<file path="src/hw/rtl/lpfd_pkg.sv">
// shared types and constants of the length-prefixed frame deframer
`timescale 1ns / 1ps

package lpfd_pkg;

  // parser phase
  typedef enum logic [3:0] {
    PH_LWS    = 4'd0,
    PH_LSIGN  = 4'd1,
    PH_LDIG   = 4'd2,
    PH_LTRAIL = 4'd3,
    PH_TYPE   = 4'd4,
    PH_PAY    = 4'd5,
    PH_TCR    = 4'd6,
    PH_TLF    = 4'd7,
    PH_HALT   = 4'd8
  } phase_t;

  // result event codes
  typedef enum logic [2:0] {
    EV_BYTE    = 3'd0,
    EV_OK      = 3'd1,
    EV_BADLEN  = 3'd2,
    EV_BADTYPE = 3'd3,
    EV_BADTERM = 3'd4
  } event_t;

  // message type codes
  localparam logic MT_PB = 1'b0;
  localparam logic MT_JS = 1'b1;

  // characters of the framing
  localparam logic [7:0] CH_CR    = 8'h0D;
  localparam logic [7:0] CH_LF    = 8'h0A;
  localparam logic [7:0] CH_PLUS  = 8'h2B;
  localparam logic [7:0] CH_MINUS = 8'h2D;
  localparam logic [15:0] TYPE_PB = 16'h5042;
  localparam logic [15:0] TYPE_JS = 16'h4A53;

  // one result of the parser
  typedef struct packed {
    logic       valid;
    event_t     ev;
    logic [7:0] data;
    logic       mtype;
    logic       last;
  } result_t;

endpackage

</file>
<file path="src/hw/rtl/lpfd_core.sv">
// parser state and per-byte update of the deframer
`timescale 1ns / 1ps

module lpfd_core #(
  parameter int LEN_WIDTH = 16
) (
  input  logic              clk,
  input  logic              rst,
  input  logic              step,
  input  logic [7:0]        data,
  input  logic [15:0]       max_len,
  output lpfd_pkg::result_t res
);

  localparam int CW = (LEN_WIDTH > 16) ? LEN_WIDTH : 16;

  // field parsing state, updated together
  typedef struct packed {
    lpfd_pkg::phase_t       phase;
    logic [LEN_WIDTH-1:0]   accum;
    logic                   neg;
    logic                   seen;
    logic                   ovf;
    logic [15:0]            tchars;
    logic [1:0]             tcount;
  } fld_t;

  lpfd_pkg::phase_t     phase, phase_next;
  logic                 cr_pending, cr_pending_next;
  logic [LEN_WIDTH-1:0] length_accum, length_accum_next;
  logic                 length_negative, length_negative_next;
  logic                 digit_seen, digit_seen_next;
  logic                 length_overflow, length_overflow_next;
  logic [15:0]          type_chars, type_chars_next;
  logic [1:0]           type_count, type_count_next;
  logic [15:0]          remaining, remaining_next;
  logic                 frame_type, frame_type_next;

  // one character into the length or type field
  function automatic fld_t feed(input fld_t s, input logic [7:0] c);
    fld_t                 r;
    logic                 dig;
    logic                 ws;
    logic [LEN_WIDTH+3:0] v;
    r   = s;
    dig = c inside {[8'h30:8'h39]};
    ws  = (c == 8'h20) || (c inside {[8'h09:8'h0D]});
    v   = ({4'b0, s.accum} << 3) + ({4'b0, s.accum} << 1)
          + {{LEN_WIDTH{1'b0}}, c[3:0]};
    if (s.phase == lpfd_pkg::PH_TYPE) begin
      r.tchars = {s.tchars[7:0], c};
      if (s.tcount != 2'd3) begin
        r.tcount = s.tcount + 2'd1;
      end
    end else if ((s.phase == lpfd_pkg::PH_LWS && !ws && !dig &&
                  c != lpfd_pkg::CH_PLUS && c != lpfd_pkg::CH_MINUS) ||
                 ((s.phase == lpfd_pkg::PH_LSIGN || s.phase == lpfd_pkg::PH_LDIG)
                  && !dig)) begin
      r.phase = lpfd_pkg::PH_LTRAIL;
    end else if (s.phase == lpfd_pkg::PH_LWS &&
                 (c == lpfd_pkg::CH_PLUS || c == lpfd_pkg::CH_MINUS)) begin
      r.neg   = (c == lpfd_pkg::CH_MINUS);
      r.phase = lpfd_pkg::PH_LSIGN;
    end else if (dig && s.phase != lpfd_pkg::PH_LTRAIL) begin
      // digit accumulation, value frozen once it overflows
      r.seen  = 1'b1;
      r.phase = lpfd_pkg::PH_LDIG;
      if (!s.ovf) begin
        if (v[LEN_WIDTH+3:LEN_WIDTH] != 4'd0) begin
          r.ovf = 1'b1;
        end else begin
          r.accum = v[LEN_WIDTH-1:0];
        end
      end
    end
    return r;
  endfunction

  fld_t           cur, f1, f;
  logic           len_bad;
  logic [CW-1:0]  acc_ext;

  assign cur = '{phase: phase, accum: length_accum, neg: length_negative,
                 seen: digit_seen, ovf: length_overflow, tchars: type_chars,
                 tcount: type_count};
  assign acc_ext = CW'(length_accum);
  assign len_bad = !digit_seen || length_overflow ||
                   (length_negative && length_accum != '0) ||
                   (acc_ext > CW'(max_len));

  // next state and result for the byte in the input register
  always_comb begin
    phase_next           = phase;
    cr_pending_next      = cr_pending;
    length_accum_next    = length_accum;
    length_negative_next = length_negative;
    digit_seen_next      = digit_seen;
    length_overflow_next = length_overflow;
    type_chars_next      = type_chars;
    type_count_next      = type_count;
    remaining_next       = remaining;
    frame_type_next      = frame_type;
    res                  = '0;
    f1                   = feed(cur, lpfd_pkg::CH_CR);
    f                    = cur;
    case (phase)
      lpfd_pkg::PH_PAY: begin
        res.valid = 1'b1;
        res.ev    = lpfd_pkg::EV_BYTE;
        res.data  = data;
        res.mtype = frame_type;
        res.last  = (remaining <= 16'd1);
        if (remaining <= 16'd1) begin
          remaining_next = '0;
          phase_next     = lpfd_pkg::PH_TCR;
        end else begin
          remaining_next = remaining - 16'd1;
        end
      end
      lpfd_pkg::PH_TCR: begin
        if (data == lpfd_pkg::CH_CR) begin
          phase_next = lpfd_pkg::PH_TLF;
        end else begin
          phase_next = lpfd_pkg::PH_HALT;
          res.valid  = 1'b1;
          res.ev     = lpfd_pkg::EV_BADTERM;
          res.mtype  = frame_type;
        end
      end
      lpfd_pkg::PH_TLF: begin
        res.valid = 1'b1;
        res.mtype = frame_type;
        if (data == lpfd_pkg::CH_LF) begin
          // frame closed, back to a fresh length field
          res.ev               = lpfd_pkg::EV_OK;
          phase_next           = lpfd_pkg::PH_LWS;
          cr_pending_next      = 1'b0;
          length_accum_next    = '0;
          length_negative_next = 1'b0;
          digit_seen_next      = 1'b0;
          length_overflow_next = 1'b0;
          type_chars_next      = '0;
          type_count_next      = '0;
          remaining_next       = '0;
        end else begin
          res.ev     = lpfd_pkg::EV_BADTERM;
          phase_next = lpfd_pkg::PH_HALT;
        end
      end
      lpfd_pkg::PH_LWS, lpfd_pkg::PH_LSIGN, lpfd_pkg::PH_LDIG,
      lpfd_pkg::PH_LTRAIL, lpfd_pkg::PH_TYPE: begin
        if (cr_pending && data == lpfd_pkg::CH_LF) begin
          // end of field
          cr_pending_next = 1'b0;
          if (phase == lpfd_pkg::PH_TYPE) begin
            if (type_count == 2'd2 && type_chars == lpfd_pkg::TYPE_PB) begin
              frame_type_next = lpfd_pkg::MT_PB;
              phase_next = (remaining == 16'd0) ? lpfd_pkg::PH_TCR : lpfd_pkg::PH_PAY;
            end else if (type_count == 2'd2 && type_chars == lpfd_pkg::TYPE_JS) begin
              frame_type_next = lpfd_pkg::MT_JS;
              phase_next = (remaining == 16'd0) ? lpfd_pkg::PH_TCR : lpfd_pkg::PH_PAY;
            end else begin
              phase_next = lpfd_pkg::PH_HALT;
              res.valid  = 1'b1;
              res.ev     = lpfd_pkg::EV_BADTYPE;
            end
          end else if (len_bad) begin
            phase_next = lpfd_pkg::PH_HALT;
            res.valid  = 1'b1;
            res.ev     = lpfd_pkg::EV_BADLEN;
          end else begin
            remaining_next  = acc_ext[15:0];
            type_chars_next = '0;
            type_count_next = '0;
            phase_next      = lpfd_pkg::PH_TYPE;
          end
        end else begin
          // ordinary field characters, a held cr counts as one
          if (cr_pending) begin
            if (data == lpfd_pkg::CH_CR) begin
              f = f1;
            end else begin
              cr_pending_next = 1'b0;
              f = feed(f1, data);
            end
          end else if (data == lpfd_pkg::CH_CR) begin
            cr_pending_next = 1'b1;
          end else begin
            f = feed(cur, data);
          end
          phase_next           = f.phase;
          length_accum_next    = f.accum;
          length_negative_next = f.neg;
          digit_seen_next      = f.seen;
          length_overflow_next = f.ovf;
          type_chars_next      = f.tchars;
          type_count_next      = f.tcount;
        end
      end
      default: begin
      end
    endcase
  end

  // state registers
  always_ff @(posedge clk) begin
    if (rst) begin
      phase           <= lpfd_pkg::PH_LWS;
      cr_pending      <= 1'b0;
      length_accum    <= '0;
      length_negative <= 1'b0;
      digit_seen      <= 1'b0;
      length_overflow <= 1'b0;
      type_chars      <= '0;
      type_count      <= '0;
      remaining       <= '0;
      frame_type      <= 1'b0;
    end else if (step) begin
      phase           <= phase_next;
      cr_pending      <= cr_pending_next;
      length_accum    <= length_accum_next;
      length_negative <= length_negative_next;
      digit_seen      <= digit_seen_next;
      length_overflow <= length_overflow_next;
      type_chars      <= type_chars_next;
      type_count      <= type_count_next;
      remaining       <= remaining_next;
      frame_type      <= frame_type_next;
    end
  end

endmodule

</file>
<file path="src/hw/rtl/length_prefixed_frame_deframer.sv">
// top level of the length-prefixed frame deframer
`timescale 1ns / 1ps

// Takes a byte stream of frames: decimal length, CR LF, type "PB" or "JS",
// CR LF, the payload bytes, CR LF. Bytes come in on in_valid/in_ready with
// data_byte; results leave on out_valid/out_ready with out_event,
// payload_byte, msg_type and payload_last. Each payload byte gives one
// result, a frame-ok or error event closes each frame, framing bytes give
// none.
// One byte is taken per cycle, sustained while the receiver keeps up. A byte is held in an input
// register, parsed by combinational logic and its result, if any, lands in
// the output register, from which it shows on out_valid. While the receiver
// stalls with a result waiting, the input register still takes one more
// byte; after that in_ready falls until the output register drains.
// cfg_we/cfg_wdata write the largest accepted payload length (reset 65535);
// write only while no byte is in flight.
// Reset (rst, synchronous) empties both registers and starts a new length
// field. After any error the block drops every byte with no result until
// the next reset.
module length_prefixed_frame_deframer #(
  parameter int LEN_WIDTH = 16
) (
  input  logic        clk,
  input  logic        rst,
  input  logic        cfg_we,
  input  logic [15:0] cfg_wdata,
  input  logic        in_valid,
  output logic        in_ready,
  input  logic [7:0]  data_byte,
  output logic        out_valid,
  input  logic        out_ready,
  output logic [2:0]  out_event,
  output logic [7:0]  payload_byte,
  output logic        msg_type,
  output logic        payload_last
);

  logic              max_len_we;
  logic [15:0]       max_len;
  logic              s_valid;
  logic [7:0]        s_byte;
  logic              out_free;
  logic              advance;
  lpfd_pkg::result_t res;

  assign max_len_we = cfg_we;
  assign out_free   = !out_valid || out_ready;
  assign advance    = s_valid && out_free;
  assign in_ready   = !s_valid || advance;

  // configuration register
  always_ff @(posedge clk) begin
    if (rst) begin
      max_len <= 16'hFFFF;
    end else if (max_len_we) begin
      max_len <= cfg_wdata;
    end
  end

  // input register
  always_ff @(posedge clk) begin
    if (rst) begin
      s_valid <= 1'b0;
    end else if (in_valid && in_ready) begin
      s_valid <= 1'b1;
    end else if (advance) begin
      s_valid <= 1'b0;
    end
  end

  always_ff @(posedge clk) begin
    if (in_valid && in_ready) begin
      s_byte <= data_byte;
    end
  end

  lpfd_core #(
    .LEN_WIDTH(LEN_WIDTH)
  ) u_core (
    .clk     (clk),
    .rst     (rst),
    .step    (advance),
    .data    (s_byte),
    .max_len (max_len),
    .res     (res)
  );

  // output register
  always_ff @(posedge clk) begin
    if (rst) begin
      out_valid <= 1'b0;
    end else if (advance && res.valid) begin
      out_valid <= 1'b1;
    end else if (out_ready) begin
      out_valid <= 1'b0;
    end
  end

  always_ff @(posedge clk) begin
    if (advance && res.valid) begin
      out_event    <= res.ev;
      payload_byte <= res.data;
      msg_type     <= res.mtype;
      payload_last <= res.last;
    end
  end

endmodule

</file>
<file path="config.mk">
export PLATFORM = sky130hd
export DESIGN_NAME = length_prefixed_frame_deframer
export DESIGN_NICKNAME = d
export VERILOG_FILES = /design/src/hw/rtl/lpfd_pkg.sv /design/src/hw/rtl/lpfd_core.sv /design/src/hw/rtl/length_prefixed_frame_deframer.sv
export SDC_FILE = /design/constraint.sdc
export NUM_CORES = 1
export LEC_CHECK = 0
export BUFFER_PORTS_ARGS = -buffer_cell sky130_fd_sc_hd__buf_4
export CAP_MARGIN = 20
export CORE_UTILIZATION = 63
export CTS_BUF_LIST = sky130_fd_sc_hd__clkbuf_4 sky130_fd_sc_hd__clkbuf_8
export CTS_CLUSTER_SIZE = 25
export DETAILED_ROUTE_END_ITERATION = 12
export HOLD_SLACK_MARGIN = 0.03
export PLACE_DENSITY_LB_ADDON = 0.25
export SLEW_MARGIN = 40
export SYNTH_ARGS = -nofsm -noshare
export SYNTH_HDL_FRONTEND = slang
export SYNTH_HIERARCHICAL = 1
export SYNTH_SLANG_ARGS = --single-unit
</file>
<file path="constraint.sdc">
create_clock -name clk -period 4.65 [get_ports clk]
set_input_delay 0.6975 -clock clk [delete_from_list [all_inputs] [get_ports clk]]
set_output_delay 0.6975 -clock clk [all_outputs]
set_load 0.05 [all_outputs]
</file>
* Word-level counts from Yosys, hierarchy flattened
Cells that the tools add are included.
** Cells by class
- Add/sub/neg operators :: 5
- $mul :: 0
- Div/mod/pow operators :: 0
- Order comparisons :: 6
- Equal/unequal tests :: 47
- Shift-type cells :: 0
- Multiplexer cells :: 85
- Bitwise operators :: 0
- Reduce and logical (&&, ||, !) cells :: 59
** Operator list (count)
- 16-bit 2-to-1 mux :: 13
- 41-bit 2-to-1 mux :: 3
- 4-bit 2-to-1 mux :: 20
- 16-bit case mux with 2 select lines :: 2
- 18-bit 2-to-1 mux :: 3
- 16-bit case mux with 3 select lines :: 1
- 23-bit 2-to-1 mux :: 2
- 20-bit 2-to-1 mux :: 2
- 19-bit 2-to-1 mux :: 2
- 16-bit by 15-bit equality test with 1-bit output (second input constant) :: 2
- 4-bit case mux with 4 select lines :: 2
- 8-bit by 6-bit equality test with 1-bit output (second input constant) :: 3
- 1-bit logical AND :: 23
- 2-bit 2-to-1 mux :: 11
- 3-bit != test (second input constant) :: 7
- 19-bit by 17-bit adder with 20-bit output :: 1
- 20-bit by 4-bit adder with 20-bit output :: 1
- 4-bit by 3-bit equality test with 1-bit output (second input constant) :: 5
- 1-bit 2-to-1 mux :: 17
- 8-bit by 4-bit equality test with 1-bit output (second input constant) :: 2
- 16-bit > comparator :: 1
- 16-bit by 1-bit <= comparator with 1-bit output (second input constant) :: 1
- 16-bit zero test :: 1
- 8-bit by 6-bit != test with 1-bit output (second input constant) :: 2
- other kinds (35) :: 75
** Word-level totals
- Register bits :: 98
- Latch bits :: 0
- Bits in writable memories :: 0
- Memory bits (read-only) :: 0
- Input bits :: 29
- Output and inout bits :: 15
- Logic and storage cells :: 220
- Memories :: 0

* Logic depth before layout (Yosys ltp)
Gate-level depths: netlist of the first run.
- Depth in word-level cells :: 16
- Depth in mapped cells :: 14
- Depth with buffers taken out :: 11

* Hierarchy
The synthesis of the first run kept the hierarchy.
** By module, submodules not included
- lpfd_core :: times used 1, cells an instance 654, area an instance 5114.9 um^2, sequential area each 1181.1 um^2
- length_prefixed_frame_deframer :: times used 1, cells an instance 85, area an instance 1321.3 um^2, sequential area each 991.0 um^2

* Least setup slack after synthesis of the first run
OpenSTA, ideal clock, no wires.
- Path kind :: reg2reg
- Start point :: register s_byte[3]
- End point :: register u_core.length_accum[7], in the netlist u_core/acc_ext[7]
- Setup time :: 0.121 ns
- Arrival time :: 3.424 ns
- Slack :: 1.104 ns
- Stages on the path, launching flop included :: 13
- Clock period less this slack :: 3.546 ns
- Cell sequence :: edfxtp_1 -> clkbuf_1 -> inv_1 -> fa_1 -> fa_1 -> nor2b_1 -> o31ai_1 -> a2111oi_0 -> or3b_2 -> o211ai_1 -> or3_1 -> buf_6 -> mux2_4
** On the way
- Word-level cells in the longest chain between the ends :: 12
- Elaborated cells between the ends (all ways) :: 61
- Classes of those cells :: add/sub (1); order compare (4); eq/ne (16); mux (15); reduce/logical (25)
** Ends and longest elaborated chain
- start: declaration :: line length_prefixed_frame_deframer.sv:41 : logic [7:0] s_byte;
- start signal: assignment :: line length_prefixed_frame_deframer.sv:73 : s_byte <= data_byte;
- 20-bit by 4-bit adder with 20-bit output :: line lpfd_core.sv:49 : + {{LEN_WIDTH{1'b0}}, c[3:0]};
- 4-bit nonzero test :: line lpfd_core.sv:69 : if (v[LEN_WIDTH+3:LEN_WIDTH] != 4'd0) begin
- 16-bit 2-to-1 mux :: line lpfd_core.sv:69
- 16-bit 2-to-1 mux :: line lpfd_core.sv:68 : if (!s.ovf) begin
- 20-bit 2-to-1 mux :: line lpfd_core.sv:64 : end else if (dig && s.phase != lpfd_pkg::PH_LTRAIL) begin
- 16-bit 2-to-1 mux :: line lpfd_core.sv:60 : end else if (s.phase == lpfd_pkg::PH_LWS &&
- 19-bit 2-to-1 mux :: line lpfd_core.sv:55 : end else if ((s.phase == lpfd_pkg::PH_LWS && !ws && !dig &&
- 23-bit 2-to-1 mux :: line lpfd_core.sv:50 : if (s.phase == lpfd_pkg::PH_TYPE) begin
- 41-bit 2-to-1 mux (on tied branches) :: line lpfd_core.sv:186, lpfd_core.sv:180
- 41-bit 2-to-1 mux :: line lpfd_core.sv:179 : if (cr_pending) begin
- 16-bit 2-to-1 mux :: line lpfd_core.sv:152 : if (cr_pending && data == lpfd_pkg::CH_LF) begin
- 16-bit case mux with 2 select lines :: line lpfd_core.sv:106 : case (phase)
- end signal: assignment :: line lpfd_core.sv:221 : length_accum <= length_accum_next;
- end: declaration :: line lpfd_core.sv:30 : logic [LEN_WIDTH-1:0] length_accum, length_accum_next;
Parallel ways exist; a longest one is shown, timed or not. The select of a mux whose other input is x is not followed.
A chain may end at the register's enable or synchronous reset.

* Worst setup path in the final report of the first run
Ends and elaborated chain as after synthesis.

==> results of run 1 <==
==> worst max-delay path by stage <==
stage / cells after the start / end / slack [ns] / from
final: 11 / u_core/acc_ext[7] / 0.49 / s_byte[3]
after global routing: 11 / u_core/acc_ext[7] / 0.29 / s_byte[3]
after CTS: 11 / u_core/acc_ext[7] / 0.56 / s_byte[3]
after detailed placement: 11 / u_core/acc_ext[7] / 0.58 / s_byte[3]
after global placement: 11 / u_core/acc_ext[7] / 0.77 / s_byte[3]
after floorplan: 12 / u_core/acc_ext[7] / 1.10 / s_byte[3]
==> through the flow <==
step	power, mW	utilization
2_1_floorplan	1.065	-
3_3_place_gp	1.111	0.6882
3_5_place_dp	1.117	0.6893
4_1_cts	1.651	0.7082
5_1_grt	1.710	0.7087
6_report	1.646	0.7087
==> worst max-delay path, delay by kind of cell, from the launching register on <==
family,cells,cell delay [ns]
and+or+nand+nor,2,0.84
adders and majority gates,2,0.90
buffers and inverters,2,0.18
muxes,1,0.40
DFF,1,0.58
AOI/OAI and AO/OA,4,1.15
==> layout by cell type, fill, tap and decap left out, types with 18 or more instances in the layout <==
master	count
a21oi_1	53
edfxtp_1	21
nand2_1	57
a211o_1	18
o21ai_0	22
nor3_1	24
inv_1	41
nor2b_1	22
dfxtp_1	77
buf_4	46
nor2_1	54
ha_1	49
==> report_power, final <==
group | switching (mW) | internal, mW | leakage (nW)
logic | 0.106 | 0.0787 | 2.14
registers | 0.0333 | 0.888 | 0.851
clock network | 0.337 | 0.204 | 0.0962
total | 0.476 | 1.17 | 3.09
==> layer usage <==
metal | vias up | track usage | share of wire
met2 | 254 | 0.5400 | 0.46
met5 | - | 0 | 0
met3 | 57 | 0.07593 | 0.077
met1 | 2804 | 0.4333 | 0.43
li1 | 2804 | - | -
met4 | 0 | 0.1300 | 0.029
==> cells by family after synthesis <==
group	Yosys count
flops	98
fa+ha+maj	51
buf+inv	80
simple gates	262
compound gates	216
xor+xnor	17
mux	15
==> state kept, by name, summed over array words and instances (netlist names), 2 cells and up <==
signal,flops
max_len,16
out_event,3
payload_byte,8
s_byte,8
u_core/acc_ext,16
u_core/phase,4
u_core/remaining,16
u_core/type_chars,16
u_core/type_count,2
==> cell type report <==
type                    count  area [um2]
clock buffers               9       123.9
multi-input cells         561        3933
fillers                   767        2860
clock inverters             7       61.31
well taps                 133       166.4
flip-flops and latches     98        2172
repair buffers             46       345.3
inverters                  42       157.7
==> impl_metrics.env, run 1 <==
export IMPL_synth_most_common_cell="dfxtp_1"
export IMPL_ys_ff_latch=98
export IMPL_synth_top_family_by_area="compound AO/OA/AOI/OAI gates"
export IMPL_max_freq_ghz=0.2401
export IMPL_drtAntennaViolNets=0
export IMPL_ys_seq_area_frac=0.3375
export IMPL_wl_per_cell_um=18.81
export IMPL_grt_pass1_wl_mm=26.80
export IMPL_synth_fa_ha_area_frac=0.1015
export IMPL_fin_nets=838
export IMPL_cts_hold_buf=0
export IMPL_first_pass_iters=5
export IMPL_crit_arrival_ns=4.45
export IMPL_antenna_found_initial=0
export IMPL_cellLeakagePower_nw=3.089
export IMPL_worstPathMaxFanout=13
export IMPL_power_density_nw_per_um2=236.6
export IMPL_hpwl_mm=12.23
export IMPL_drv_slew=0
export IMPL_rows=36
export IMPL_clock_sinks=98
export IMPL_min_to="u_core/type_chars[14]"
export IMPL_areaGrowthSynthToFinish_pct=8.126
export IMPL_required_ns=4.94
export IMPL_yosysTopAreaCell="dfxtp_1"
export IMPL_syn_area_per_cell_um2=8.709
export IMPL_critPathMaxStageDelay_ns=0.66
export IMPL_cp_cell_sequence="inv_1 -> fa_1 -> inv_1 -> ha_1 -> a211oi_1 -> o21ai_0 -> o221ai_1 -> a21o_1 -> and3_1 -> or3_1 -> mux2_4"
export IMPL_vias=5919
export IMPL_die_x_um=103.1
export IMPL_antennaDiodeCount=0
export IMPL_startpoint_type="flop"
export IMPL_drt_initial_drc_count=506
export IMPL_viasPerCell=6.606
export IMPL_synth_edff_count=21
export IMPL_crit_top_cell="inv_1"
export IMPL_root_buffer="clkbuf_8"
export IMPL_end_kind="flop"
export IMPL_rsz0062_at_grt="false"
export IMPL_min_period_ns=4.164
export IMPL_hold_violations=0
export IMPL_holdCritPathClass="reg2reg"
export IMPL_synthMuxAreaShare=0.02430
export IMPL_slew_headroom=0.5129
export IMPL_drv_cap=0
export IMPL_r2r_cells=11
export IMPL_whs_ns=0.4557
export IMPL_cts_buffers=9
export IMPL_place_gp_congestion=1.006
export IMPL_final_setup_viol_count=0
export IMPL_cts_resized_gates=0
export IMPL_peakVddDrop_uv=251.9
export IMPL_slowest_stage="or3_1"
export IMPL_worstSetupPathType="reg2reg"
export IMPL_syn_area_um2=6436
export IMPL_clk_pin_slew_ns=0.10
export IMPL_hp_start="u_core/type_chars[14]"
export IMPL_async_flop_share=0
export IMPL_synth_simple_area_share=0.2148
export IMPL_finClkSkew_ns=0.01157
export IMPL_layout_drive_gt1_share=0.1127
export IMPL_fin_setup_tns_ns=0
export IMPL_cts_setup_buffers=0
export IMPL_synth_xor_area_frac=0.02313
export IMPL_drc=0
export IMPL_synthCells=739
export IMPL_synth_top_flop_cell="dfxtp_1"
export IMPL_final_cells=896
export IMPL_r2r_end="u_core/acc_ext[7]"
export IMPL_cts_tree="built"
export IMPL_synth_area_top_cells="dfxtp_1 (24%), edfxtp_1 (9.8%), ha_1 (9.5%)"
export IMPL_grt_total_usage=0.3337
export IMPL_wl_mm=16.86
export IMPL_initial_core_util=0.6555
export IMPL_htree_levels=3
export IMPL_grt_pass1_vias=5459
export IMPL_grt_max_degree=51
export IMPL_clockBufferDepth=2
export IMPL_grt_ovfl_total=0
export IMPL_fin_area_um2=6959
export IMPL_synthTopCellsByCount="dfxtp_1 (77), nand2_1 (57), nor2_1 (54)"
export IMPL_post_dp_cell_area_um2=6769
export IMPL_io_buffers=43
export IMPL_yosysWarnings=6
export IMPL_syn_nets=819
export IMPL_die_y_um=103.1
export IMPL_whs_path_depth=2
export IMPL_r2r_setup_slack_ns=0.49
export IMPL_fin_crit_sh=0.8955
export IMPL_synth_compound_area_share=0.2438
export IMPL_clkLatencyLatePin_ns=0.40
export IMPL_ys_types=81
export IMPL_placed_cells=880
export IMPL_status="completed"
export IMPL_tightest_slew_ns=0.7306
export IMPL_post_place_ws_ns=0.5820
export IMPL_fin_ws_ns=0.4857
export IMPL_r2r_start="s_byte[3]"
export IMPL_die_area_um2=10620
export IMPL_core_area_um2=9819
export IMPL_ios=44
export IMPL_yosysTopAreaCellShare=0.2395
Note: power is estimated with default switching activity, not from simulation.
==> run 2, diff against run 1 <==
- ABC_AREA: unset -> 1
- CORE_UTILIZATION: 63 -> 64
==> run 2 against run 1 <==
- register-to-register slack gained 0.67 ns
- fmax up 19%
- clock power is 2% lower
- utilization increased by 1.0 points
- sequential share of layout area decreased by 2.3 points
- global-route usage shrank 0.17 points
- power is 8.3% higher
- sequential cell count did not move
- via count rose by 17%
- first-iteration DRC count is 35% higher
- setup slack better by 0.67 ns
==> impl_metrics.env, run 2 <==
export IMPL_status="completed"
export IMPL_worstPathMaxFanout=17
export IMPL_power_internal_mw=1.214
export IMPL_finClkSkew_ns=0.02139
export IMPL_cts_tree="built"
export IMPL_switching_power_mw=0.5687
export IMPL_slew_headroom=0.4636
export IMPL_rows=37
export IMPL_ys_ff_latch=98
export IMPL_yosysWarnings=6
export IMPL_holdCritPathClass="reg2reg"
export IMPL_initial_core_util=0.6703
export IMPL_crit_arrival_ns=3.80
export IMPL_grt_ovfl_total=0
export IMPL_critPathMaxStageDelay_ns=0.55
export IMPL_first_pass_iters=8
export IMPL_whs_ns=0.4674
export IMPL_synthCells=1056
export IMPL_root_buffer="clkbuf_8"
export IMPL_met2_length_mm=7.869
export IMPL_power_density_nw_per_um2=237.1
export IMPL_clkPwrFrac=0.298
export IMPL_synth_area_top_cells="dfxtp_1 (22%), nand2_1 (17%), edfxtp_1 (9.0%)"
export IMPL_syn_area_per_cell_um2=6.641
export IMPL_power_frac_seq=0.523
export IMPL_grt_total_usage=0.3319
export IMPL_nFillCells=947
export IMPL_layout_drive_gt1_share=0.1027
export IMPL_min_period_ns=3.492
export IMPL_final_common_cell="nand2_1"
export IMPL_cellLeakagePower_nw=3.963
export IMPL_drt_initial_drc_count=684
export IMPL_grt_pass1_wl_mm=29.95
export IMPL_clockBufferDepth=2
export IMPL_placed_cells=1211
export IMPL_ys_types=44
export IMPL_hpwl_mm=13.71
export IMPL_io_buffers=43
export IMPL_die_area_um2=11380
export IMPL_antennaDiodeCount=0
export IMPL_synth_most_common_cell="nand2_1"
export IMPL_areaGrowthSynthToFinish_pct=7.226
export IMPL_p_comb_frac=0.179
export IMPL_clkLatencyLatePin_ns=0.38
export IMPL_hp_start="max_len[8]"
export IMPL_ios=44
export IMPL_vias=6926
export IMPL_fin_setup_tns_ns=0
export IMPL_ys_seq_area_frac=0.3097
export IMPL_yosysTopAreaCellShare=0.2198
export IMPL_antenna_found_initial=0
export IMPL_cts_buffers=9
export IMPL_end_kind="flop"
export IMPL_fin_crit_sh=0.7510
export IMPL_synth_top_flop_cell="dfxtp_1"
export IMPL_startpoint_type="flop"
export IMPL_htree_levels=3
export IMPL_die_y_um=106.7
export IMPL_fin_total_pwr_mw=1.783
export IMPL_grt_max_degree=35
export IMPL_cts_resized_gates=0
export IMPL_cts_setup_buffers=0
export IMPL_top_layer_used="met4"
export IMPL_yosysTopAreaCell="dfxtp_1"
export IMPL_worstSetupPathType="reg2reg"
export IMPL_die_x_um=106.7
export IMPL_hold_violations=0
export IMPL_utilization=0.7187
export IMPL_syn_nets=1136
export IMPL_cp_cell_sequence="inv_1 -> fa_1 -> fa_1 -> inv_1 -> nand2_1 -> nand2_1 -> nand3_1 -> nand2_1 -> nand2_1 -> nand3_1 -> nand2_1 -> nor2_1 -> nand2_1 -> nor2_4 -> nand2_2 -> nand2_1 -> nand2_1 -> nor2_1"
export IMPL_drtAntennaViolNets=0
export IMPL_max_freq_ghz=0.2864
export IMPL_synth_edff_count=21
export IMPL_slowest_stage="fa_1"
export IMPL_drc=0
export IMPL_drv_slew=0
export IMPL_wl_mm=18.18
export IMPL_final_cells=1227
export IMPL_synthTopCellsByCount="nand2_1 (309), inv_1 (145), nor2_1 (117)"
export IMPL_r2r_start="s_byte[3]"
export IMPL_crit_family="simple AND/OR/NAND/NOR gates"
export IMPL_tightest_slew_ns=0.8037
export IMPL_cts_hold_buf=0
export IMPL_critPathBufInv=2
export IMPL_final_setup_viol_count=0
export IMPL_clock_sinks=98
export IMPL_wl_per_cell_um=14.82
export IMPL_rsz0062_at_grt="false"
export IMPL_critPathLaunch="s_byte[3]"
export IMPL_async_flop_share=0
export IMPL_fin_area_um2=7520
export IMPL_drt_met1_wl_mm=8.411
export IMPL_fin_ws_ns=1.158
export IMPL_final_cell_mix="nand2_1 (309), inv_1 (144), nor2_1 (116)"
export IMPL_core_area_um2=10460
export IMPL_post_dp_cell_area_um2=7341
export IMPL_grt_pass1_vias=6225
export IMPL_wl_met3_mm=1.633
export IMPL_post_place_ws_ns=1.229
export IMPL_crit_top_cell="nand2_1"
export IMPL_power_switching_share=0.3191
export IMPL_required_ns=4.96
export IMPL_viasPerCell=5.645
export IMPL_peakVddDrop_uv=181.7
export IMPL_syn_area_um2=7013
export IMPL_place_gp_congestion=0.9907
export IMPL_clk_pin_slew_ns=0.11
export IMPL_fin_nets=1166
export IMPL_drv_cap=0
run 2: final timing paths:
kind,to,slack (ns),depth (start not counted)
worst max-delay path,u_core/acc_ext[13],1.16,18
worst min-delay path,max_len[8],0.47,2
worst max register to register,u_core/acc_ext[13],1.16,18
worst min register to register,max_len[8],0.47,2
run 2: cell type report:
class                   count  area (um2)  area share
clock buffers              10       131.4     0.01747
clock inverters             6       47.55    0.006323
inverters                 159       601.8     0.08003
multi-input cells         774        4066      0.5408
flip-flops and latches     98        2172      0.2889
well taps                 136       170.2     0.02263
repair buffers             44       330.3     0.04393
run 2: layer usage:
metal,global-route usage,vias to the layer above
met1,0.4758,3129
met3,0.06626,24
li1,-,3484
met5,0,-
met4,0.09589,0
met2,0.5041,289
run 2: worst register-to-register path: stages, from the launching register on:
cell and delay [ns]:
edfxtp_1 0.46, inv_1 0.14, fa_1 0.56, fa_1 0.49
inv_1 0.07, nand2_1 0.04, nand2_1 0.10, nand3_1 0.08
nand2_1 0.14, nand2_1 0.08, nand3_1 0.07, nand2_1 0.06
nor2_1 0.12, nand2_1 0.10, nor2_4 0.30, nand2_2 0.29
nand2_1 0.14, nand2_1 0.06, nor2_1 0.09
run 2: cell families after synthesis:
family / count (synthesis) / share of synthesized area
flops: 98 / 0.3097
simple gates: 568 / 0.3493
xor+xnor: 23 / 0.02872
fa+ha+maj: 51 / 0.09313
compound gates: 132 / 0.1083
buf+inv: 184 / 0.1108
run 2: power groups by stage:
stage / sequential [mW] / clock, mW / combinational (mW)
5_1_grt: 0.938 / 0.565 / 0.357
3_3_place_gp: 0.951 / 0 / 0.305
2_1_floorplan: 0.940 / 0 / 0.239
4_1_cts: 0.932 / 0.534 / 0.313
3_5_place_dp: 0.951 / 0 / 0.310
6_report: 0.933 / 0.531 / 0.318
